File: src/rtl/assert_macros.svh
// Assertion macros for the fan tachometer RTL.
// Depends on signals named clk and rst_n in the including module.
`ifndef ASSERT_MACROS_SVH
`define ASSERT_MACROS_SVH

// Check a property on every rising edge outside reset
`define FTA_ASSERT(lbl, prop, msg) \
    lbl: assert property (@(posedge clk) disable iff (!rst_n) prop) else $error(msg);

// Check that a condition never holds
`define FTA_ASSERT_NEVER(lbl, expr, msg) \
    `FTA_ASSERT(lbl, !(expr), msg)

`endif

File: src/rtl/fta_pkg.sv
// Package for the fan tachometer rpm averager: constants, config and lane types.
// No dependencies.
package fta_pkg;

    localparam int FAN_CHANNELS_DEF  = 4;
    localparam int AVERAGE_DEPTH_DEF = 8;

    localparam int RPM_W     = 25;
    localparam int SUM_W     = 32;
    localparam int WAIT_W    = 24;
    localparam int SPR_W     = 8;
    localparam int DIVN_W    = 32;
    localparam int DIVD_W    = 40;
    localparam int CFG_IDX_W = 3;
    localparam int CFG_DAT_W = 24;

    localparam logic [DIVN_W-1:0] RPM_NUMERATOR = DIVN_W'(60000000);
    localparam logic [WAIT_W-1:0] WAIT_MAX      = {WAIT_W{1'b1}};

    // Register indexes of the configuration port
    typedef enum logic [CFG_IDX_W-1:0] {
        REG_SAMPLES  = 3'd0,
        REG_PPR      = 3'd1,
        REG_POLES    = 3'd2,
        REG_TIMEOUT  = 3'd3,
        REG_INTERVAL = 3'd4
    } cfg_reg_t;

    localparam logic [7:0]  SPR_RST      = 8'd4;
    localparam logic [3:0]  PPR_RST      = 4'd2;
    localparam logic [4:0]  POLES_RST    = 5'd1;
    localparam logic [19:0] TIMEOUT_RST  = 20'd200000;
    localparam logic [23:0] INTERVAL_RST = 24'd500000;

    typedef struct packed {
        logic [7:0]  spr;
        logic [3:0]  ppr;
        logic [4:0]  poles;
        logic [19:0] timeout;
        logic [23:0] interval;
    } cfg_t;

    // What a lane hands the merging stage after each tick
    typedef struct packed {
        logic             done;
        logic             timed_out;
        logic [SUM_W-1:0] sum;
    } lane_stat_t;

endpackage

File: src/rtl/fan_tachometer_rpm_averager_unit.sv
// Fan tachometer rpm averager: FAN_CHANNELS lanes time tacho low pulses on each
// one-microsecond input item, and a merging stage turns each finished reading into
// raw and moving-average rpm through one shared 32-step restoring divider. Each
// finished reading takes up to three divisions (sum by samples, 60000000 by pulse
// period, by poles; none when a pulse timed out or the sample count is zero, only
// the first when the period is zero). The moving average is a shift when
// AVERAGE_DEPTH is a power of two and one more division otherwise; the first reading
// of a lane instead fills its whole history with the raw value. Results leave in lane
// order, the final one of an item with tlast set; the next item is accepted once all
// are taken.
// Depends on fta_pkg, fta_lane, fta_div and fta_merge.
module fan_tachometer_rpm_averager_unit
    import fta_pkg::*;
#(
    parameter int FAN_CHANNELS  = FAN_CHANNELS_DEF,
    parameter int AVERAGE_DEPTH = AVERAGE_DEPTH_DEF
)
(
    input  logic                 clk,
    input  logic                 rst_n,
    input  logic                 s_tvalid,
    output logic                 s_tready,
    input  logic [7:0]           s_tdata,   // tacho_levels[3:0]
    output logic                 m_tvalid,
    input  logic                 m_tready,
    output logic [55:0]          m_tdata,   // fan_index, raw_rpm, average_rpm, timed_out
    output logic                 m_tlast,
    input  logic                 cfg_we,
    input  logic [CFG_IDX_W-1:0] cfg_index,
    input  logic [CFG_DAT_W-1:0] cfg_data
);

    cfg_t             cfg_reg;
    lane_stat_t       stat [FAN_CHANNELS];
    logic             tick;
    logic [1:0]       fan_index;
    logic [RPM_W-1:0] raw_rpm, average_rpm;
    logic             timed_out;

    // Write configuration registers
    always_ff @(posedge clk or negedge rst_n)
    begin
        if (!rst_n)
        begin
            cfg_reg.spr      <= SPR_RST;
            cfg_reg.ppr      <= PPR_RST;
            cfg_reg.poles    <= POLES_RST;
            cfg_reg.timeout  <= TIMEOUT_RST;
            cfg_reg.interval <= INTERVAL_RST;
        end
        else if (cfg_we)
        begin
            case (cfg_index)
                REG_SAMPLES:  cfg_reg.spr      <= cfg_data[7:0];
                REG_PPR:      cfg_reg.ppr      <= cfg_data[3:0];
                REG_POLES:    cfg_reg.poles    <= cfg_data[4:0];
                REG_TIMEOUT:  cfg_reg.timeout  <= cfg_data[19:0];
                REG_INTERVAL: cfg_reg.interval <= cfg_data;
                default:      cfg_reg          <= cfg_reg;
            endcase
        end
    end

    assign tick = s_tvalid && s_tready;

    // One timing lane per fan
    for (genvar g = 0; g < FAN_CHANNELS; g++)
    begin : g_lane
        fta_lane u_lane (
            .clk   (clk),
            .rst_n (rst_n),
            .tick  (tick),
            .level (s_tdata[g]),
            .cfg   (cfg_reg),
            .stat  (stat[g])
        );
    end

    fta_merge #(
        .FAN_CHANNELS  (FAN_CHANNELS),
        .AVERAGE_DEPTH (AVERAGE_DEPTH)
    ) u_merge (
        .clk          (clk),
        .rst_n        (rst_n),
        .in_valid     (s_tvalid),
        .in_ready     (s_tready),
        .stat         (stat),
        .cfg          (cfg_reg),
        .out_ready    (m_tready),
        .out_valid    (m_tvalid),
        .fan_index    (fan_index),
        .raw_rpm      (raw_rpm),
        .average_rpm  (average_rpm),
        .timed_out    (timed_out),
        .last_of_tick (m_tlast)
    );

    // Pack result fields from the lowest bit up
    assign m_tdata = {3'b000, timed_out, average_rpm, raw_rpm, fan_index};

endmodule

File: src/rtl/fta_lane.sv
// One fan lane: times tacho low pulses and flags a finished reading.
// Depends on fta_pkg.
module fta_lane
    import fta_pkg::*;
(
    input  logic       clk,
    input  logic       rst_n,
    input  logic       tick,
    input  logic       level,
    input  cfg_t       cfg,
    output lane_stat_t stat
);

    typedef enum logic [4:0] {
        PH_EDGE_SKIP = 5'b00001,
        PH_LOW_SKIP  = 5'b00010,
        PH_EDGE_CNT  = 5'b00100,
        PH_LOW_CNT   = 5'b01000,
        PH_IDLE      = 5'b10000
    } phase_t;

    phase_t            phase_reg, phase_next;
    logic              prev_reg;
    logic [WAIT_W-1:0] wait_reg, wait_next, wait_inc;
    logic [SUM_W-1:0]  sum_reg, sum_next;
    logic [SPR_W-1:0]  smp_reg, smp_next;
    logic              done_reg, done_next, to_reg, to_next;
    logic              finish;

    assign wait_inc = (wait_reg != WAIT_MAX) ? wait_reg + 1'b1 : wait_reg;

    // Advance the pulse timer by one tick
    always_comb
    begin
        phase_next = phase_reg;
        wait_next  = wait_inc;
        sum_next   = sum_reg;
        smp_next   = smp_reg;
        done_next  = 1'b0;
        to_next    = 1'b0;
        finish     = 1'b0;
        case (phase_reg)
            PH_IDLE:
            begin
                if (wait_inc >= cfg.interval)
                begin
                    phase_next = PH_EDGE_SKIP;
                    wait_next  = '0;
                end
            end
            PH_LOW_SKIP, PH_LOW_CNT:
            begin
                if (!level)
                begin
                    if (phase_reg == PH_LOW_CNT)
                        sum_next = sum_reg + 1'b1;
                    if (wait_inc >= WAIT_W'(cfg.timeout))
                    begin
                        finish  = 1'b1;
                        to_next = 1'b1;
                    end
                end
                else
                begin
                    wait_next  = '0;
                    phase_next = PH_EDGE_CNT;
                    if (phase_reg == PH_LOW_CNT)
                        smp_next = smp_reg + 1'b1;
                    else
                    begin
                        sum_next = '0;
                        smp_next = '0;
                    end
                    if (smp_next >= cfg.spr)
                        finish = 1'b1;
                end
            end
            default:
            begin
                // Edge phases; unknown codes behave as the skip edge
                if (prev_reg && !level)
                begin
                    if (phase_reg == PH_EDGE_CNT)
                    begin
                        sum_next   = sum_reg + 1'b1;
                        phase_next = PH_LOW_CNT;
                    end
                    else
                        phase_next = PH_LOW_SKIP;
                end
                else if (phase_reg != PH_EDGE_CNT)
                    phase_next = PH_EDGE_SKIP;
                if (wait_inc >= WAIT_W'(cfg.timeout))
                begin
                    finish  = 1'b1;
                    to_next = 1'b1;
                end
            end
        endcase
        if (finish)
        begin
            done_next  = 1'b1;
            wait_next  = '0;
            phase_next = (cfg.interval == '0) ? PH_EDGE_SKIP : PH_IDLE;
        end
    end

    // Hold lane state between ticks
    always_ff @(posedge clk or negedge rst_n)
    begin
        if (!rst_n)
        begin
            phase_reg <= PH_EDGE_SKIP;
            prev_reg  <= 1'b1;
            wait_reg  <= '0;
            sum_reg   <= '0;
            smp_reg   <= '0;
            done_reg  <= 1'b0;
            to_reg    <= 1'b0;
        end
        else if (tick)
        begin
            phase_reg <= phase_next;
            prev_reg  <= level;
            wait_reg  <= wait_next;
            sum_reg   <= sum_next;
            smp_reg   <= smp_next;
            done_reg  <= done_next;
            to_reg    <= to_next;
        end
    end

    assign stat.done      = done_reg;
    assign stat.timed_out = to_reg;
    assign stat.sum       = sum_reg;

endmodule

File: src/rtl/fta_div.sv
// Shared restoring divider, one quotient bit per cycle.
// Depends on fta_pkg.
module fta_div
    import fta_pkg::*;
(
    input  logic              clk,
    input  logic              rst_n,
    input  logic              start,
    input  logic [DIVN_W-1:0] dividend,
    input  logic [DIVD_W-1:0] divisor,
    output logic              busy,
    output logic              done,
    output logic [DIVN_W-1:0] quotient
);

    localparam int CNT_W = $clog2(DIVN_W + 1);

    logic [CNT_W-1:0]  cnt_reg;
    logic              done_reg;
    logic [DIVN_W-1:0] quo_reg;
    logic [DIVD_W-1:0] rem_reg, den_reg;
    logic [DIVD_W:0]   trial;
    logic              fits;

    assign trial = {rem_reg, quo_reg[DIVN_W-1]};
    assign fits  = trial >= {1'b0, den_reg};

    // Count iterations and flag the last one
    always_ff @(posedge clk or negedge rst_n)
    begin
        if (!rst_n)
        begin
            cnt_reg  <= '0;
            done_reg <= 1'b0;
        end
        else
        begin
            done_reg <= (cnt_reg == CNT_W'(1));
            if (start)
                cnt_reg <= CNT_W'(DIVN_W);
            else if (cnt_reg != '0)
                cnt_reg <= cnt_reg - 1'b1;
        end
    end

    // Shift in one dividend bit, subtract where it fits
    always_ff @(posedge clk)
    begin
        if (start)
        begin
            quo_reg <= dividend;
            rem_reg <= '0;
            den_reg <= divisor;
        end
        else if (cnt_reg != '0)
        begin
            quo_reg <= {quo_reg[DIVN_W-2:0], fits};
            rem_reg <= fits ? DIVD_W'(trial - {1'b0, den_reg}) : trial[DIVD_W-1:0];
        end
    end

    assign busy     = cnt_reg != '0;
    assign done     = done_reg;
    assign quotient = quo_reg;

endmodule

File: src/rtl/fta_merge.sv
// Merging stage: walks finished lanes in order, computes rpm and the moving average.
// Depends on fta_pkg, fta_div and assert_macros.svh.
`include "assert_macros.svh"
module fta_merge
    import fta_pkg::*;
#(
    parameter int FAN_CHANNELS  = FAN_CHANNELS_DEF,
    parameter int AVERAGE_DEPTH = AVERAGE_DEPTH_DEF
)
(
    input  logic             clk,
    input  logic             rst_n,
    input  logic             in_valid,
    output logic             in_ready,
    input  lane_stat_t       stat [FAN_CHANNELS],
    input  cfg_t             cfg,
    input  logic             out_ready,
    output logic             out_valid,
    output logic [1:0]       fan_index,
    output logic [RPM_W-1:0] raw_rpm,
    output logic [RPM_W-1:0] average_rpm,
    output logic             timed_out,
    output logic             last_of_tick
);

    localparam int LW   = (FAN_CHANNELS > 1) ? $clog2(FAN_CHANNELS) : 1;
    localparam int SW   = (AVERAGE_DEPTH > 1) ? $clog2(AVERAGE_DEPTH) : 1;
    localparam int SH   = $clog2(AVERAGE_DEPTH);
    localparam int HS_W = RPM_W + $clog2(AVERAGE_DEPTH + 1);
    localparam int PR_W = DIVN_W + 4;
    localparam bit DEPTH_POW2 = (AVERAGE_DEPTH & (AVERAGE_DEPTH - 1)) == 0;

    typedef enum logic [12:0] {
        ST_IDLE  = 13'b0000000000001,
        ST_CAP   = 13'b0000000000010,
        ST_SCAN  = 13'b0000000000100,
        ST_START = 13'b0000000001000,
        ST_DIVA  = 13'b0000000010000,
        ST_MUL   = 13'b0000000100000,
        ST_DIVB  = 13'b0000001000000,
        ST_DIVC  = 13'b0000010000000,
        ST_HIST  = 13'b0000100000000,
        ST_FILL  = 13'b0001000000000,
        ST_READ  = 13'b0010000000000,
        ST_UPD   = 13'b0100000000000,
        ST_DIVD  = 13'b1000000000000
    } mst_t;

    mst_t                    state_reg, state_next;
    logic                    out_valid_reg, out_valid_next;
    logic [FAN_CHANNELS-1:0] pend_reg, pend_next, done_vec;
    logic [LW-1:0]           cur_reg, cur_next, low_idx;
    logic                    div_start_reg, div_start_next;
    logic [HS_W-1:0]         hsum_reg [FAN_CHANNELS];
    logic [SW-1:0]           slot_reg [FAN_CHANNELS];
    logic                    primed_reg [FAN_CHANNELS];

    logic                    last_reg, to_reg;
    logic [RPM_W-1:0]        raw_reg, avg_reg, rd_reg;
    logic [PR_W-1:0]         prod_reg;
    logic [PR_W:0]           full;
    logic [SW-1:0]           fill_reg;
    logic [DIVN_W-1:0]       div_a_reg, div_q;
    logic [DIVD_W-1:0]       div_b_reg;
    logic                    div_busy, div_done;
    logic [HS_W-1:0]         hsum_new;
    logic                    fill_end;

    logic [RPM_W-1:0]        hist_mem [FAN_CHANNELS][AVERAGE_DEPTH];

    fta_div u_div (
        .clk      (clk),
        .rst_n    (rst_n),
        .start    (div_start_reg),
        .dividend (div_a_reg),
        .divisor  (div_b_reg),
        .busy     (div_busy),
        .done     (div_done),
        .quotient (div_q)
    );

    // Gather done flags and pick the lowest pending lane
    always_comb
    begin
        low_idx = '0;
        for (int i = 0; i < FAN_CHANNELS; i++)
            done_vec[i] = stat[i].done;
        for (int i = FAN_CHANNELS - 1; i >= 0; i--)
            if (pend_reg[i])
                low_idx = LW'(i);
    end

    assign full     = {prod_reg, 1'b0};
    assign fill_end = fill_reg == SW'(AVERAGE_DEPTH - 1);
    assign hsum_new = hsum_reg[cur_reg] - HS_W'(rd_reg) + HS_W'(raw_reg);

    // Sequence one reading at a time through the shared divider
    always_comb
    begin
        state_next     = state_reg;
        pend_next      = pend_reg;
        cur_next       = cur_reg;
        div_start_next = 1'b0;
        out_valid_next = out_valid_reg;
        case (state_reg)
            ST_IDLE:
                if (in_valid)
                    state_next = ST_CAP;
            ST_CAP:
            begin
                pend_next  = done_vec;
                state_next = ST_SCAN;
            end
            ST_SCAN:
            begin
                if (out_valid_reg)
                begin
                    if (out_ready)
                        out_valid_next = 1'b0;
                end
                else if (pend_reg == '0)
                    state_next = ST_IDLE;
                else
                begin
                    cur_next  = low_idx;
                    pend_next = pend_reg & ~(FAN_CHANNELS'(1) << low_idx);
                    state_next = ST_START;
                end
            end
            ST_START:
            begin
                if (stat[cur_reg].timed_out || cfg.spr == '0)
                    state_next = ST_HIST;
                else
                begin
                    div_start_next = 1'b1;
                    state_next     = ST_DIVA;
                end
            end
            ST_DIVA:
                if (div_done)
                    state_next = ST_MUL;
            ST_MUL:
            begin
                if (full == '0)
                    state_next = ST_HIST;
                else
                begin
                    div_start_next = 1'b1;
                    state_next     = ST_DIVB;
                end
            end
            ST_DIVB:
                if (div_done)
                begin
                    div_start_next = 1'b1;
                    state_next     = ST_DIVC;
                end
            ST_DIVC:
                if (div_done)
                    state_next = ST_HIST;
            ST_HIST:
                state_next = primed_reg[cur_reg] ? ST_READ : ST_FILL;
            ST_FILL:
                // A filled history averages to the raw value itself
                if (fill_end)
                begin
                    out_valid_next = 1'b1;
                    state_next     = ST_SCAN;
                end
            ST_READ:
                state_next = ST_UPD;
            ST_UPD:
            begin
                if (DEPTH_POW2)
                begin
                    out_valid_next = 1'b1;
                    state_next     = ST_SCAN;
                end
                else
                begin
                    div_start_next = 1'b1;
                    state_next     = ST_DIVD;
                end
            end
            ST_DIVD:
                if (div_done)
                begin
                    out_valid_next = 1'b1;
                    state_next     = ST_SCAN;
                end
            default:
                state_next = ST_IDLE;
        endcase
    end

    // Hold control state and per-lane averaging state
    always_ff @(posedge clk or negedge rst_n)
    begin
        if (!rst_n)
        begin
            state_reg     <= ST_IDLE;
            out_valid_reg <= 1'b0;
            pend_reg      <= '0;
            cur_reg       <= '0;
            div_start_reg <= 1'b0;
            for (int i = 0; i < FAN_CHANNELS; i++)
            begin
                hsum_reg[i]   <= '0;
                slot_reg[i]   <= '0;
                primed_reg[i] <= 1'b0;
            end
        end
        else
        begin
            state_reg     <= state_next;
            out_valid_reg <= out_valid_next;
            pend_reg      <= pend_next;
            cur_reg       <= cur_next;
            div_start_reg <= div_start_next;
            if (state_reg == ST_FILL && fill_end)
            begin
                hsum_reg[cur_reg]   <= HS_W'(raw_reg) * HS_W'(AVERAGE_DEPTH);
                slot_reg[cur_reg]   <= '0;
                primed_reg[cur_reg] <= 1'b1;
            end
            else if (state_reg == ST_UPD)
            begin
                hsum_reg[cur_reg] <= hsum_new;
                slot_reg[cur_reg] <= (slot_reg[cur_reg] == SW'(AVERAGE_DEPTH - 1)) ?
                                     '0 : slot_reg[cur_reg] + 1'b1;
            end
        end
    end

    // Load divider operands and capture results
    always_ff @(posedge clk)
    begin
        case (state_reg)
            ST_START:
            begin
                last_reg  <= pend_reg == '0;
                to_reg    <= stat[cur_reg].timed_out;
                raw_reg   <= '0;
                div_a_reg <= stat[cur_reg].sum;
                div_b_reg <= DIVD_W'(cfg.spr);
            end
            ST_DIVA:
                prod_reg <= PR_W'(div_q) * PR_W'(cfg.ppr);
            ST_MUL:
            begin
                div_a_reg <= RPM_NUMERATOR;
                div_b_reg <= DIVD_W'(full);
            end
            ST_DIVB:
            begin
                div_a_reg <= div_q;
                div_b_reg <= (cfg.poles == '0) ? DIVD_W'(1) : DIVD_W'(cfg.poles);
            end
            ST_DIVC:
                raw_reg <= div_q[RPM_W-1:0];
            ST_HIST:
                fill_reg <= '0;
            ST_FILL:
            begin
                fill_reg <= fill_reg + 1'b1;
                avg_reg  <= raw_reg;
            end
            ST_UPD:
            begin
                // Power-of-two depth divides by a shift
                avg_reg   <= RPM_W'(hsum_new >> SH);
                div_a_reg <= DIVN_W'(hsum_new);
                div_b_reg <= DIVD_W'(AVERAGE_DEPTH);
            end
            ST_DIVD:
                avg_reg <= div_q[RPM_W-1:0];
            default:
                prod_reg <= prod_reg;
        endcase
    end

    // History memory: one write port, one registered read
    always_ff @(posedge clk)
    begin
        if (state_reg == ST_FILL)
            hist_mem[cur_reg][fill_reg] <= raw_reg;
        else if (state_reg == ST_UPD)
            hist_mem[cur_reg][slot_reg[cur_reg]] <= raw_reg;
        rd_reg <= hist_mem[cur_reg][slot_reg[cur_reg]];
    end

    assign in_ready     = state_reg == ST_IDLE;
    assign out_valid    = out_valid_reg;
    assign fan_index    = 2'(cur_reg);
    assign raw_rpm      = raw_reg;
    assign average_rpm  = avg_reg;
    assign timed_out    = to_reg;
    assign last_of_tick = last_reg;

    `FTA_ASSERT_NEVER(a_ready_while_out, in_ready && out_valid_reg, "input taken with result pending")
    `FTA_ASSERT_NEVER(a_div_overlap, div_start_reg && div_busy, "divider restarted while busy")
    `FTA_ASSERT(a_timeout_zero, out_valid_reg && to_reg |-> raw_reg == '0, "timeout with nonzero rpm")
    `FTA_ASSERT(a_primed_after_fill, state_reg == ST_FILL && fill_end |=> primed_reg[cur_reg], "history not primed")

endmodule
File: config.mk
export PLATFORM = sky130hd
export DESIGN_NAME = fan_tachometer_rpm_averager_unit
export DESIGN_NICKNAME = d
export VERILOG_FILES = /design/src/rtl/fta_pkg.sv /design/src/rtl/fan_tachometer_rpm_averager_unit.sv /design/src/rtl/fta_lane.sv /design/src/rtl/fta_div.sv /design/src/rtl/fta_merge.sv
export VERILOG_INCLUDE_DIRS = /design/src /design/src/rtl
export SDC_FILE = /design/constraint.sdc
export NUM_CORES = 2
export LEC_CHECK = 0
export BUFFER_PORTS_ARGS = -buffer_cell sky130_fd_sc_hd__buf_2
export CAP_MARGIN = 40
export CORE_MARGIN = 2
export CORE_UTILIZATION = 55
export CTS_CLUSTER_DIAMETER = 50
export DETAILED_ROUTE_END_ITERATION = 8
export PLACE_DENSITY = 0.74
export SLEW_MARGIN = 10
export SYNTH_ARGS = -nofsm -noshare
export SYNTH_HDL_FRONTEND = slang
export SYNTH_SLANG_ARGS = --single-unit
File: constraint.sdc
create_clock -name clk -period 5.8 [get_ports clk]
set_clock_uncertainty 0.1 [all_clocks]
set_input_delay 0.58 -clock clk [delete_from_list [all_inputs] [get_ports clk]]
set_output_delay 0.58 -clock clk [all_outputs]
set_load 0.05 [all_outputs]
# After elaboration in Yosys (flattened, before gate mapping)

Memories as Yosys holds them, arrays and structs flattened.
Index checks and enable logic that the tools add are counted.
Widths: inputs -> output; s select.

Register bits: 809
Latch bits: 0
RAM bits: 800
Memory bits (read-only): 0
Input bits: 40
Logic and storage cells: 843
Memories: 1

Memory list:

| name             | words | bits a word | rd ports | clocked after memory_dff | wr ports | line            | source |
|---|---|---|---|---|---|---|---|
| u_merge.hist_mem | 4     | 200         | 1        | 0                        | 1        | fta_merge.sv:69 | `logic [RPM_W-1:0] hist_mem [FAN_CHANNELS][AVERAGE_DEPTH];` |

Add/subtract/negate cells: 18
Multiply operators: 1
Divide/modulo/power cells: 0
Magnitude comparators: 19
Equality and inequality tests: 68
Shift-type cells: 1
Mux-type cells: 390
Bitwise gates (word level): 214
Reduce and logical (&&, ||, !) cells: 67

Operators by type and width:

| cell                  | number |
|---|---|
| $mux 32               | 22 |
| $mux 200              | 2 |
| $mux 24               | 16 |
| $pmux 32 s2           | 4 |
| $mux 1                | 233 |
| $bwmux 116            | 2 |
| $mux 116              | 2 |
| $or 1x1->1            | 200 |
| $pmux 24 s2           | 4 |
| $pmux 40 s4           | 1 |
| $pmux 13 s12          | 1 |
| $demux 25 s3          | 2 |
| $add 32x1->32 const B | 4 |
| $pmux 32 s4           | 1 |
| $mux 5                | 22 |
| $mux 25               | 4 |
| $add 24x1->24 const B | 4 |
| $ge 24x20->1          | 4 |
| $ge 24x24->1          | 4 |
| $mux 8                | 12 |
| $ne 24x24->1 const B  | 4 |
| $mux 13               | 7 |
| $mux 29               | 3 |
| $bmux 25 s3           | 1 |
| other kinds (94)      | 219 |

# Depth between registers and ports, before layout

Word-level depth: 11
Depth in mapped cells: 24
Depth with buffers taken out: 22

# By module

A second synthesis with hierarchy kept.

Cell total of the unflattened synthesis: 6,931
Area total of the unflattened synthesis: 84,121.9 um2

By module, submodules not included:

| module                           | times used | cells each | area an instance (um2) | sequential area each (um2) |
|---|---|---|---|---|
| fta_merge                        | 1          | 3,438      | 51,956.1               | 33,133.0 |
| fta_lane (g_lane[1].u_lane ...)  | 3          | 642        | 5,547.8                | 1,804.2 |
| fta_div                          | 1          | 772        | 7,374.6                | 3,138.0 |
| fta_lane (g_lane[0].u_lane)      | 1          | 657        | 5,685.5                | 1,804.2 |
| fan_tachometer_rpm_averager_unit | 1          | 138        | 2,462.4                | 1,546.5 |

# Worst setup path after synthesis

No wires, ideal clock.

Kind: reg2reg
Start point: register u_merge.cur_reg[0], in the netlist u_merge.fan_index[0]
End point: register u_merge.div_a_reg[28], data pin
Setup time: 259 ps
Arrival time: 5,542 ps
Required time: 5,441 ps
Path slack: -101 ps
Stages on the path, launching flop included: 22
Path buffers: 6
Period minus slack after synthesis: 5,901 ps
Cells stage by stage: dfrtp_1 -> buf_2 -> buf_2 -> buf_2 -> buf_2 -> buf_2 -> buf_2 -> mux4_2 -> inv_1 -> fa_1 -> inv_1 -> ha_1 -> a211oi_2 -> o21ai_1 -> a2111oi_0 -> o21bai_1 -> a31o_2 -> a41o_1 -> o41ai_2 -> xnor2_1 -> nand2_1 -> nand2_1

Longest elaborated chain between the ends: 7
Elaborated cells between the ends (all ways): 10
Those cells by class: 2 x add/sub; 7 x mux; 1 x bitwise

Ends and longest elaborated chain:

| what                                       | line                              | source |
|---|---|---|
| start: declaration                         | fta_merge.sv:52                   | `logic [LW-1:0] cur_reg, cur_next, low_idx;` |
| start signal: assignment                   | fta_merge.sv:219                  | `cur_reg <= cur_next;` |
| $not 2->3 (implied by the code) (*)        | fta_merge.sv:95, fta_merge.sv:245 |  |
| $bmux 29 s2                                | fta_merge.sv:95                   | `assign hsum_new = hsum_reg[cur_reg] - HS_W'(rd_reg) + HS_W'(raw_reg);` |
| $mux 29 (implied by the code) (2 in a row) | fta_merge.sv:95                   |  |
| $sub 29x25->29                             | fta_merge.sv:95                   |  |
| $add 29x25->29                             | fta_merge.sv:95                   |  |
| $pmux 32 s4 (*)                            | fta_merge.sv:239                  | `case (state_reg)` |
| end signal: assignment                     | fta_merge.sv:245                  | `div_a_reg <= stat[cur_reg].sum;` |
| end signal: assignment                     | fta_merge.sv:257                  | `div_a_reg <= div_q;` |
| end signal: assignment                     | fta_merge.sv:273                  | `div_a_reg <= DIVN_W'(hsum_new);` |
| end: declaration                           | fta_merge.sv:63                   | `logic [DIVN_W-1:0] div_a_reg, div_q;` |

Mark *: on every way between the ends. The rest lies on a longest branch, timed or not. The select of a mux whose other input is x is not followed.
A chain may end at the register's enable or synchronous reset.

# Worst setup path in the final report

Start point: register g_lane[3].u_lane.wait_reg[0]
End point: register g_lane[3].u_lane.wait_reg[18]

Longest elaborated chain between the ends: 7
Elaborated cells between the ends (all ways): 12
Those cells by class: 1 x add/sub; 2 x order compare; 1 x eq/ne; 8 x mux

Ends and longest elaborated chain:

| what                                                 | line                           | source |
|---|---|---|
| start: declaration                                   | fta_lane.sv:24                 | `logic [WAIT_W-1:0] wait_reg, wait_next, wait_inc;` |
| start signal: assignment                             | fta_lane.sv:125                | `wait_reg <= wait_next;` |
| $add 24x1->24 / $ne 24x24->1 (equally long branches) | fta_lane.sv:30                 | `assign wait_inc = (wait_reg != WAIT_MAX) ? wait_reg + 1'b1 : wait_reg;` |
| $mux 24 (*)                                          | fta_lane.sv:30                 |  |
| $ge 24x20->1                                         | fta_lane.sv:57, fta_lane.sv:93 |  |
| $mux 1                                               | fta_lane.sv:57, fta_lane.sv:93 |  |
| $mux 1                                               | fta_lane.sv:53                 | `if (!level)` |
| $pmux 1 s2                                           | fta_lane.sv:42                 | `case (phase_reg)` |
| $mux 24 (*)                                          | fta_lane.sv:100                | `if (finish)` |

Mark *: on every way between the ends. The rest lies on a longest branch, timed or not.

==> impl_metrics.tcl <==
set metrics [dict create \
    worst_hold_slack_ps 73.5 \
    die_h_microns 386 \
    grt_max_degree 168 \
    die-area_sq_um 149000 \
    synth_area_per_cell_sq_um 12.6 \
    status "completed" \
    seqPwrFrac 0.358 \
    yosys_warnings 0 \
    min_to "cfg_reg[57]" \
    period_minus_slack_ps 5380 \
    max_freq_mhz 186 \
    r2r_slack_ps 420 \
    layout_setup_ws_ps 423 \
    p_leak_nw 36.2 \
    clk_latency_ps 830 \
    maxSlewViolCount 0 \
    finalHoldViolCount 0 \
    initial_core_util 0.556 \
    yosysSeqAreaShare 0.561 \
    synthArstFlopShare 0.317 \
    cts_sinks 1602 \
    yosys.area.top_type_share 0.386 \
    fillCellCount 10600 \
    ff2ff_path_depth 20 \
    portBuffers 91 \
    hpwlAfterDp_microns 141000 \
    combPwrFrac 0.343 \
    grt_pass1_vias 53400 \
    setup_tns_ps 0 \
    cts-resized-gates 0 \
    grt_use_total 0.292 \
    seqCellArea_sq_um 45000 \
    avgRoutedWirePerCell_microns 25.0 \
    clk_path_buf_depth 3 \
    grt_use_met1 0.394 \
    swShare 0.346 \
    antenna_found_initial 7 \
    cts_buffers 179 \
    stdcell_count 8627 \
    core_sq_um 144000 \
    rsz0062_at_grt "false" \
    rows 139 \
    postRouteAntennaNets 0 \
    yosys_most_used_dff "edfxtp_1" \
    p_clk_frac 0.299 \
    firstDrtPassIters 8 \
    final_common_cell "edfxtp_1" \
    worstReg2RegStart "g_lane[3].u_lane.wait_reg[0]" \
    grt_use_met2 0.472 \
    switchingPower_w 0.0135 \
    yosysUniqueCellTypes 105 \
    cts-hold-fix-buffers 29 \
    maxCapViolCount 0 \
    busiest_layer "met2" \
    htree_levels 4 \
    largest_reg_flops 800 \
    cp.arrival_ps 5990 \
    synth_cells 6357 \
    synthToLayoutAreaGrowth_pct 12.8 \
    drtIter0Drc 5758 \
    grt-ovfl-total 0 \
    start_kind "flip-flop" \
    dieWidth_microns 386 \
    post-cts-setup-buffers 0 \
    fin_nets 7024 \
    drive_gt1_frac 0.161 \
    end_kind "flip-flop" \
    ir_worst_vdd_mv 0.351 \
    vias 54300 \
    synth-seq-cells 1602 \
    dp_slack_ps 493 \
    cts_tree "built" \
    drc_errors 0 \
    crit_type "reg -> reg" \
    setup_viol 0 \
    clk_pin_slew_ps 60 \
    via_per_inst 6.30 \
    maxSlewHeadroom 0.252 \
    place.gp.congestion 0.921 \
    p_per_area_nw_per_um2 432 \
    grt_pass1_wl_microns 327000 \
    p_int_w 0.0255 \
    tightest_slew_ps 1120 \
    ctsRootBufferMaster "clkbuf_16" \
    detail_route.wirelength_microns 216000 \
    post-route-period-util 0.927 \
    cp_max_fo 14 \
    multi_input_area_sq_um 33200 \
    synth_edf_count 1029 \
    min-delay-start "cfg_index[2]" \
    required_ps 6410 \
    r2r_end "g_lane[3].u_lane.wait_reg[18]" \
    gr-usage-met3 0.0563 \
    hold_path_depth 4 \
    synth.area.top_cells "edfxtp_1, dfrtp_1, mux4_2, ha_1, nand2_1" \
    num_io_pins 99 \
    synth_top_area_cell "edfxtp_1" \
    syn_area_sq_um 80000 \
    dp.cells 8259 \
    hp-class "in -> reg" \
    mostFrequentLayoutCells "edfxtp_1, nand2_1, dfrtp_1, nor2_1, ha_1" \
    final_util 0.627 \
]
[per-stage QoR]
step	power [W]	cell area [sq um]
after floorplan	0.0241	80100
after global placement	0.0269	83500
after detailed placement	0.0273	83800
after CTS	0.0390	90200
after global routing	0.0411	90300
final	0.0390	90300
[metal layers]
layer / vias up / wire, microns
met3: 501 / 19100
met5: - / 13
li1: 24000 / -
met2: 2631 / 103000
met4: 2 / 9240
met1: 27200 / 84800
[power by group through the flow]
stage,sequential [W],combinational [W],clock (W)
finish,0.0139,0.0134,0.0117
global route,0.0140,0.0149,0.0122
CTS,0.0139,0.0133,0.0118
detailed placement,0.0141,0.0132,0
global placement,0.0141,0.0128,0
floorplan,0.0139,0.0102,0
[final cells by class]
class,instances,share of cell area
sequential,1602,0.498
multi-input combinational,4176,0.367
clock buffer,215,0.0518
timing repair buffer,287,0.0268
tap,1903,0.0264
clock inverter,121,0.0163
inverter,321,0.0133
antenna,2,0.0000554
[worst max-delay path, cell delays in order, from the launching register on]
cell and delay [ps]:
dfrtp_1 440, ha_1 340, nand3_1 170, nor2_1 90, a21oi_1 370, and2_1 260
and3_1 270, and3_1 240, nand3_1 110, xnor2_1 310, ha_1 320, a21o_1 180
a21o_1 170, a21oi_1 140, o21ai_0 140, nor4b_2 260, o211ai_2 240, a2bb2oi_2 270
nor2_2 580, nand2_1 100, o21ai_0 180
[Yosys cell counts (all sizes together), types with 25 or more instances]
cell    count
edfxtp   1029
nand2     629
dfrtp     483
nor2      454
o21ai     338
ha        331
inv       321
mux4      267
a21oi     264
clkbuf    195
xor2      174
nand3     164
and2      132
mux2      129
xnor2     120
a21o      118
and3       99
nand4      91
fa         86
nor3       74
buf        65
dfxtp      65
a22oi      62
a22o       54
nor4       52
a211oi     48
nand2b     48
mux2i      47
nor2b      36
or3        27
dfstp      25
[logic make-up after synthesis]
logic type	Yosys count	share of synthesized area
simple gates	1896	0.115
flops	1602	0.561
compound gates	1123	0.0901
buf+inv	581	0.0284
mux	443	0.0992
fa+ha+maj	417	0.0732
xor+xnor	294	0.0322
other cells	1	0.0000468
[worst max path at each step]
stage | to | slack, ps | from
after floorplan | u_merge.div_a_reg[28] | 40 | u_merge.fan_index[0]
after global placement | u_merge.div_a_reg[28] | 640 | u_merge.fan_index[0]
after detailed placement | u_merge.prod_reg[34] | 490 | cfg_reg[50]
after CTS | u_merge.prod_reg[34] | 520 | cfg_reg[50]
after global routing | g_lane[3].u_lane.wait_reg[18] | 40 | g_lane[3].u_lane.wait_reg[0]
final | g_lane[3].u_lane.wait_reg[18] | 420 | g_lane[3].u_lane.wait_reg[0]
No activity file was read; power rests on OpenSTA's default activity.
